`config.mk`:
```
export PLATFORM = sky130hd
export DESIGN_NAME = kmi_ctrl
export DESIGN_NICKNAME = d
export VERILOG_FILES = /design/src/sv/kmi_pkg.sv /design/src/sv/kmi_ctrl.sv
export VERILOG_INCLUDE_DIRS = /design/src /design/src/sv
export SDC_FILE = /design/constraint.sdc
export NUM_CORES = 1
export LEC_CHECK = 0
export BUFFER_PORTS_ARGS = -buffer_cell sky130_fd_sc_hd__buf_2
export CORE_MARGIN = 1
export CORE_UTILIZATION = 53
export CTS_CLUSTER_SIZE = 25
export DETAILED_ROUTE_END_ITERATION = 8
export GPL_TIMING_DRIVEN = 0
export PLACE_DENSITY_LB_ADDON = 0.2
export SYNTH_ARGS = -nofsm -noshare
export SYNTH_HDL_FRONTEND = slang
export SYNTH_SLANG_ARGS = --single-unit
```
`constraint.sdc`:
```
create_clock -name clk_i -period 2.4 [get_ports clk_i]
set_clock_uncertainty 0.2 [all_clocks]
set_input_delay 0.36 -clock clk_i [delete_from_list [all_inputs] [get_ports clk_i]]
set_output_delay 0.36 -clock clk_i [all_outputs]
set_load 0.05 [all_outputs]
```
`src/sv/keyframe_matrix_interpolator_top_macros.svh`:
```
// Assertion macros used by the keyframe matrix interpolator controller.
`ifndef KEYFRAME_MATRIX_INTERPOLATOR_TOP_MACROS_SVH
`define KEYFRAME_MATRIX_INTERPOLATOR_TOP_MACROS_SVH

// Same-cycle implication, sampled on clk_i, off during reset.
`define KMI_ASSERT_NOW(lbl, ante, cons, msg) \
  lbl: assert property (@(posedge clk_i) disable iff (!rst_ni) (ante) |-> (cons)) \
    else $error(msg);

// Next-cycle implication, sampled on clk_i, off during reset.
`define KMI_ASSERT_NEXT(lbl, ante, cons, msg) \
  lbl: assert property (@(posedge clk_i) disable iff (!rst_ni) (ante) |=> (cons)) \
    else $error(msg);

`endif

```
`src/sv/kmi_pkg.sv`:
```
// Package: types, codes and constants of the keyframe matrix interpolator.
`default_nettype none
package kmi_pkg;

  localparam int unsigned MaxKeyframes = 16;
  localparam int unsigned KeyW = 4;
  localparam int unsigned ElemW = 4;
  localparam int unsigned CountW = 5;
  localparam int unsigned DivSteps = 16;
  localparam logic [31:0] QOne = 32'h0001_0000;

  typedef enum logic [1:0] {
    OP_WR_ELEM = 2'd0,
    OP_WR_DUR  = 2'd1,
    OP_TICK    = 2'd2,
    OP_NOP     = 2'd3
  } op_e;

  typedef enum logic [2:0] {
    ST_IDLE,
    ST_SCAN,
    ST_DIV,
    ST_READ,
    ST_MUL,
    ST_EMIT
  } state_e;

  localparam logic REG_KF_COUNT = 1'b0;

  typedef struct packed {
    logic             wr_elem;
    logic             wr_dur;
    logic             tick;
    logic             scan;
    logic             div_init;
    logic             div_step;
    logic             rd;
    logic             mul;
    logic             emit;
    logic             found;
    logic             ident;
    logic [KeyW-1:0]  cur_key;
    logic [KeyW-1:0]  prev_key;
    logic [ElemW-1:0] elem;
  } cmd_t;

  typedef struct packed {
    logic hit;
    logic out_free;
  } status_t;

  function automatic logic [31:0] identity_elem(input logic [ElemW-1:0] k);
    logic diag;
    diag = (k == 4'd0) || (k == 4'd5) || (k == 4'd10) || (k == 4'd15);
    return diag ? QOne : 32'h0;
  endfunction

endpackage
`default_nettype wire

```
`src/sv/kmi_ctrl.sv`:
```
// Controller: sequences writes, keyframe scan, divide and per-element blend.
`default_nettype none
module kmi_ctrl
  import kmi_pkg::*;
(
  input  wire logic              clk_i,
  input  wire logic              rst_ni,
  input  wire logic              in_valid_i,
  input  wire logic [1:0]        in_op_i,
  output logic                   in_ready_o,
  input  wire logic [CountW-1:0] count_i,
  input  wire status_t           status_i,
  output cmd_t                   cmd_o
);
`include "keyframe_matrix_interpolator_top_macros.svh"

  state_e state_q, state_d;
  logic [CountW-1:0] scan_idx_q, scan_idx_d;
  logic [3:0] div_cnt_q, div_cnt_d;
  logic [ElemW-1:0] elem_q, elem_d;
  logic found_q, found_d;
  logic [CountW-1:0] count_m1;
  logic [KeyW-1:0] cur_key;
  logic accept;

  assign count_m1 = count_i - CountW'(1);
  assign cur_key = (state_q == ST_SCAN || found_q) ? scan_idx_q[KeyW-1:0]
                                                   : count_m1[KeyW-1:0];
  assign accept = in_valid_i && in_ready_o;

  always_ff @(posedge clk_i or negedge rst_ni) begin
    if (!rst_ni) begin
      state_q    <= ST_IDLE;
      scan_idx_q <= '0;
      div_cnt_q  <= '0;
      elem_q     <= '0;
      found_q    <= 1'b0;
    end else begin
      state_q    <= state_d;
      scan_idx_q <= scan_idx_d;
      div_cnt_q  <= div_cnt_d;
      elem_q     <= elem_d;
      found_q    <= found_d;
    end
  end

  always_comb begin
    state_d    = state_q;
    scan_idx_d = scan_idx_q;
    div_cnt_d  = div_cnt_q;
    elem_d     = elem_q;
    found_d    = found_q;
    in_ready_o = 1'b0;
    cmd_o          = '0;
    cmd_o.found    = found_q;
    cmd_o.ident    = (count_i == '0);
    cmd_o.cur_key  = cur_key;
    cmd_o.prev_key = (found_q && cur_key != '0) ? cur_key - KeyW'(1) : cur_key;
    cmd_o.elem     = elem_q;
    case (state_q)
      ST_IDLE: begin
        in_ready_o = 1'b1;
        if (accept) begin
          case (op_e'(in_op_i))
            OP_WR_ELEM: cmd_o.wr_elem = 1'b1;
            OP_WR_DUR:  cmd_o.wr_dur = 1'b1;
            OP_TICK: begin
              cmd_o.tick = 1'b1;
              scan_idx_d = '0;
              found_d    = 1'b0;
              state_d    = ST_SCAN;
            end
            default: ;
          endcase
        end
      end
      ST_SCAN: begin
        if (scan_idx_q >= count_i) begin
          found_d = 1'b0;
          elem_d  = '0;
          state_d = ST_READ;
        end else if (status_i.hit) begin
          cmd_o.div_init = 1'b1;
          found_d   = 1'b1;
          div_cnt_d = '0;
          state_d   = ST_DIV;
        end else begin
          cmd_o.scan = 1'b1;
          scan_idx_d = scan_idx_q + CountW'(1);
        end
      end
      ST_DIV: begin
        cmd_o.div_step = 1'b1;
        div_cnt_d = div_cnt_q + 4'd1;
        if (div_cnt_q == 4'(DivSteps - 1)) begin
          elem_d  = '0;
          state_d = ST_READ;
        end
      end
      ST_READ: begin
        cmd_o.rd = 1'b1;
        state_d  = ST_MUL;
      end
      ST_MUL: begin
        cmd_o.mul = 1'b1;
        state_d   = ST_EMIT;
      end
      ST_EMIT: begin
        if (status_i.out_free) begin
          cmd_o.emit = 1'b1;
          elem_d = elem_q + ElemW'(1);
          state_d = (elem_q == '1) ? ST_IDLE : ST_READ;
        end
      end
      default: state_d = ST_IDLE;
    endcase
  end

  `KMI_ASSERT_NOW(a_emit_free, cmd_o.emit, status_i.out_free, "emit into a full output register")
  `KMI_ASSERT_NEXT(a_tick_scan, accept && in_op_i == OP_TICK, state_q == ST_SCAN,
    "tick did not start the scan")
  `KMI_ASSERT_NOW(a_found_range, state_q == ST_READ && found_q, scan_idx_q < count_i,
    "blend interval beyond keyframe count")
  `KMI_ASSERT_NOW(a_busy_stall, state_q != ST_IDLE, !in_ready_o, "request taken while busy")

endmodule
`default_nettype wire

```
==> results_dict.tcl <==
set metrics [dict create \
    die-area_mm2 0.00286 \
    netlist_top_cells_count "nand2_1 (19), dfrtp_1 (17), nor2_1 (17)" \
    cp-end-kind "primary output" \
    finalNetCount 245 \
    syn_avg_cell_area_um2 8.93 \
    internal-power_uw 1510 \
    clk_pin_slew_worst_paths_ns 0.10 \
    drive_above_1_share_pct 49.8 \
    grt_pass1_vias 1189 \
    yosysTopAreaCell "dfrtp_1" \
    synth_warnings 0 \
    ys_async_sr_fraction_pct 100 \
    setup.worst_path.end "cmd_o[7]" \
    finish.instance_area_mm2 0.00209 \
    grt_max_degree 18 \
    io_buffers 35 \
    switching_share_pct 52.6 \
    critPathMaxFanout 6 \
    p_per_area_mw_per_mm2 1520 \
    slew_violations 0 \
    layout_setup_ws_ns -0.369 \
    place_area_mm2 0.00170 \
    die_h_um 53.4 \
    status "finished with violations" \
    maxCapViolations 0 \
    place.gp.congestion 0.746 \
    syn_inst 157 \
    final.fill_count 154 \
    cts_tree "done" \
    fin_crit_ns 2.77 \
    finalSetupViolCount 5 \
    synth_flop_cell "dfrtp_1" \
    max-clock-path-buffers 2 \
    grt_pass1_wl_mm 5.18 \
    vdd_drop_max_uv 1650 \
    timing.fmax_mhz 361 \
    place_hpwl_mm 2.30 \
    r2r_slack_ns 0.18 \
    core_area_mm2 0.00250 \
    hold_class "input port to register" \
    violations "setup timing" \
    worst_slew_pin_slew_ns 0.402 \
    path_class "register to primary output" \
    holdWs_ns 0.215 \
    synth_cell_type_count 48 \
    post-synth-top-count-cell "nand2_1" \
    postRouteAntennaNets 0 \
    clk_latency_ns 0.29 \
    netlist_area_mm2 0.00140 \
    cts_root_buf "clkbuf_4" \
    num_antenna_cells 0 \
    critical_path.startpoint "state_q[2]" \
    synth-edff-count 0 \
    die_x_um 53.4 \
    ys_seq_area_share_pct 30.3 \
    share_seq_of_total_power_pct 15.7 \
    rsz0062_at_grt "true" \
    start_util_pct 56.1 \
    power_uw 3180 \
    p_leak_uw 0.00101 \
    multi_input_area_mm2 0.00107 \
    net-switching-power_uw 1670 \
    ios 36 \
    finalSetupTns_ns -1.40 \
    setup.worst_path.start_class "register" \
    synthTopCellsByArea "dfrtp_1 (30%), ha_1 (9.8%), nand2_1 (5.1%), nor2_1 (4.5%), a2111oi_4 (3.9%)" \
    cp.required_ns 1.84 \
    cts-buffers-inserted 3 \
    cts_max_level 1 \
    rows 18 \
    grt-ovfl-total 0 \
    vias_per_cell 5.67 \
    drt_wl_total_mm 3.77 \
    power_frac_clock_pct 4.8 \
    dr.pass1.iters 3 \
    antenna_found_initial 0 \
    routed-via-count 1423 \
    cp.arrival_ns 2.21 \
    slew_headroom_pct 73.2 \
    r2r_start "scan_idx_q[0]" \
    clock_sinks 17 \
    register_area_um2 433 \
    synth_nets 180 \
    worstRegToRegCells 9 \
    syn2layout_area_growth_pct 48.8 \
    fin_crit_sh_pct 115 \
    routedWlPerCell_um 15.0 \
    r2r_end "scan_idx_q[1]" \
    grt_usage_pct 26.2 \
    p_comb_share_pct 79.5 \
    drt_iter0_drc 26 \
    drc_errors 0 \
    hold_violations 0 \
    ys_ff_latch 17 \
    netlist.area_leader.share_pct 30.3 \
    hold_depth 3 \
]
critical path, stage by stage, from the launching register on:
cell and delay (ns):
dfrtp_2 0.44, nor3b_4 0.20, or2_0 0.13, buf_4 0.15, nor2_2 0.05, a21oi_2 0.14
ha_2 0.21, buf_4 0.11, nor2_1 0.05, mux2_2 0.28, buf_6 0.16
how the worst min path moves through the flow:
stage          slack (ns)      endpoint         from
2_1_floorplan       -0.14  div_cnt_q[0]       rst_ni
3_3_place_gp          0.1     elem_q[0]       rst_ni
3_5_place_dp         0.10     elem_q[0]       rst_ni
4_1_cts              0.20    state_q[0]  status_i[0]
5_1_grt              0.21    state_q[0]  status_i[0]
6_report             0.21    state_q[0]  status_i[0]
metal layers:
layer / track usage, % / share of wire [%]
met1: 27.6 / 39
met2: 49.4 / 56
met3: 3.74 / 2.4
met4: 13.2 / 2.0
met5: 0 / 0
cell families (layout without fill, tap and decap cells):
family          after synthesis  in the layout  share of synthesized area [%]
flops                        17             17                           30.3
compound gates               35             35                           20.3
mux                           5              5                           3.75
xor+xnor                      7              7                           4.37
buf+inv                      15             79                           5.26
fa+ha+maj                    11             11                           9.81
simple gates                 67             67                           26.2
repair_timing:
action	4_1_cts	5_1_grt
pin swaps	7	10
hold endpoints to repair	17	0
endpoints found under the setup margin	10	12
resized for setup	26	27
setup buffers	15	10
hold buffers	1	0
metrics by stage:
step | util, % | cells | setup WS (ns)
global placement | 67.9 | 222 | -0.375
floorplan | - | 157 | -0.255
CTS | 77.4 | 242 | -0.358
finish | 83.5 | 251 | -0.369
detailed placement | 67.9 | 222 | -0.439
global route | 83.5 | 251 | -0.507
cell usage in the layout (no fill, tap or decap), drive strengths merged, types with 2 or more instances in the layout:
cell type	instances
inv	10
and2	5
nand2	21
a21oi	10
nor3b	3
o31ai	4
a21o	2
o2bb2ai	2
xor2	2
clkbuf	7
dfrtp	17
buf	61
nand3	4
xnor2	5
a2111oi	2
nor2	17
nor3	2
mux2i	3
nor2b	3
mux2	2
nand3b	2
ha	11
o21ai	7
registers in the layout, summed over array words and instances (netlist names):
name	count
found_q	1
scan_idx_q	5
state_q	3
div_cnt_q	4
elem_q	4
power by group through the flow:
stage	sequential, µW	clock, µW	combinational [µW]
2_1_floorplan	530	0	1570
5_1_grt	512	172	2690
3_3_place_gp	527	0	1850
3_5_place_dp	536	0	1910
4_1_cts	508	160	2290
6_report	498	153	2530
area by class of cell:
cell class	count	share of cell area [%]
Clock buffer	4	1.26
Multi-Input combinational cell	125	51.4
Tap cell	30	1.80
Timing Repair Buffer	60	21.0
Sequential cell	17	20.7
Inverter	10	1.92
Buffer	5	1.86
No activity file was read; power rests on OpenSTA's default activity.
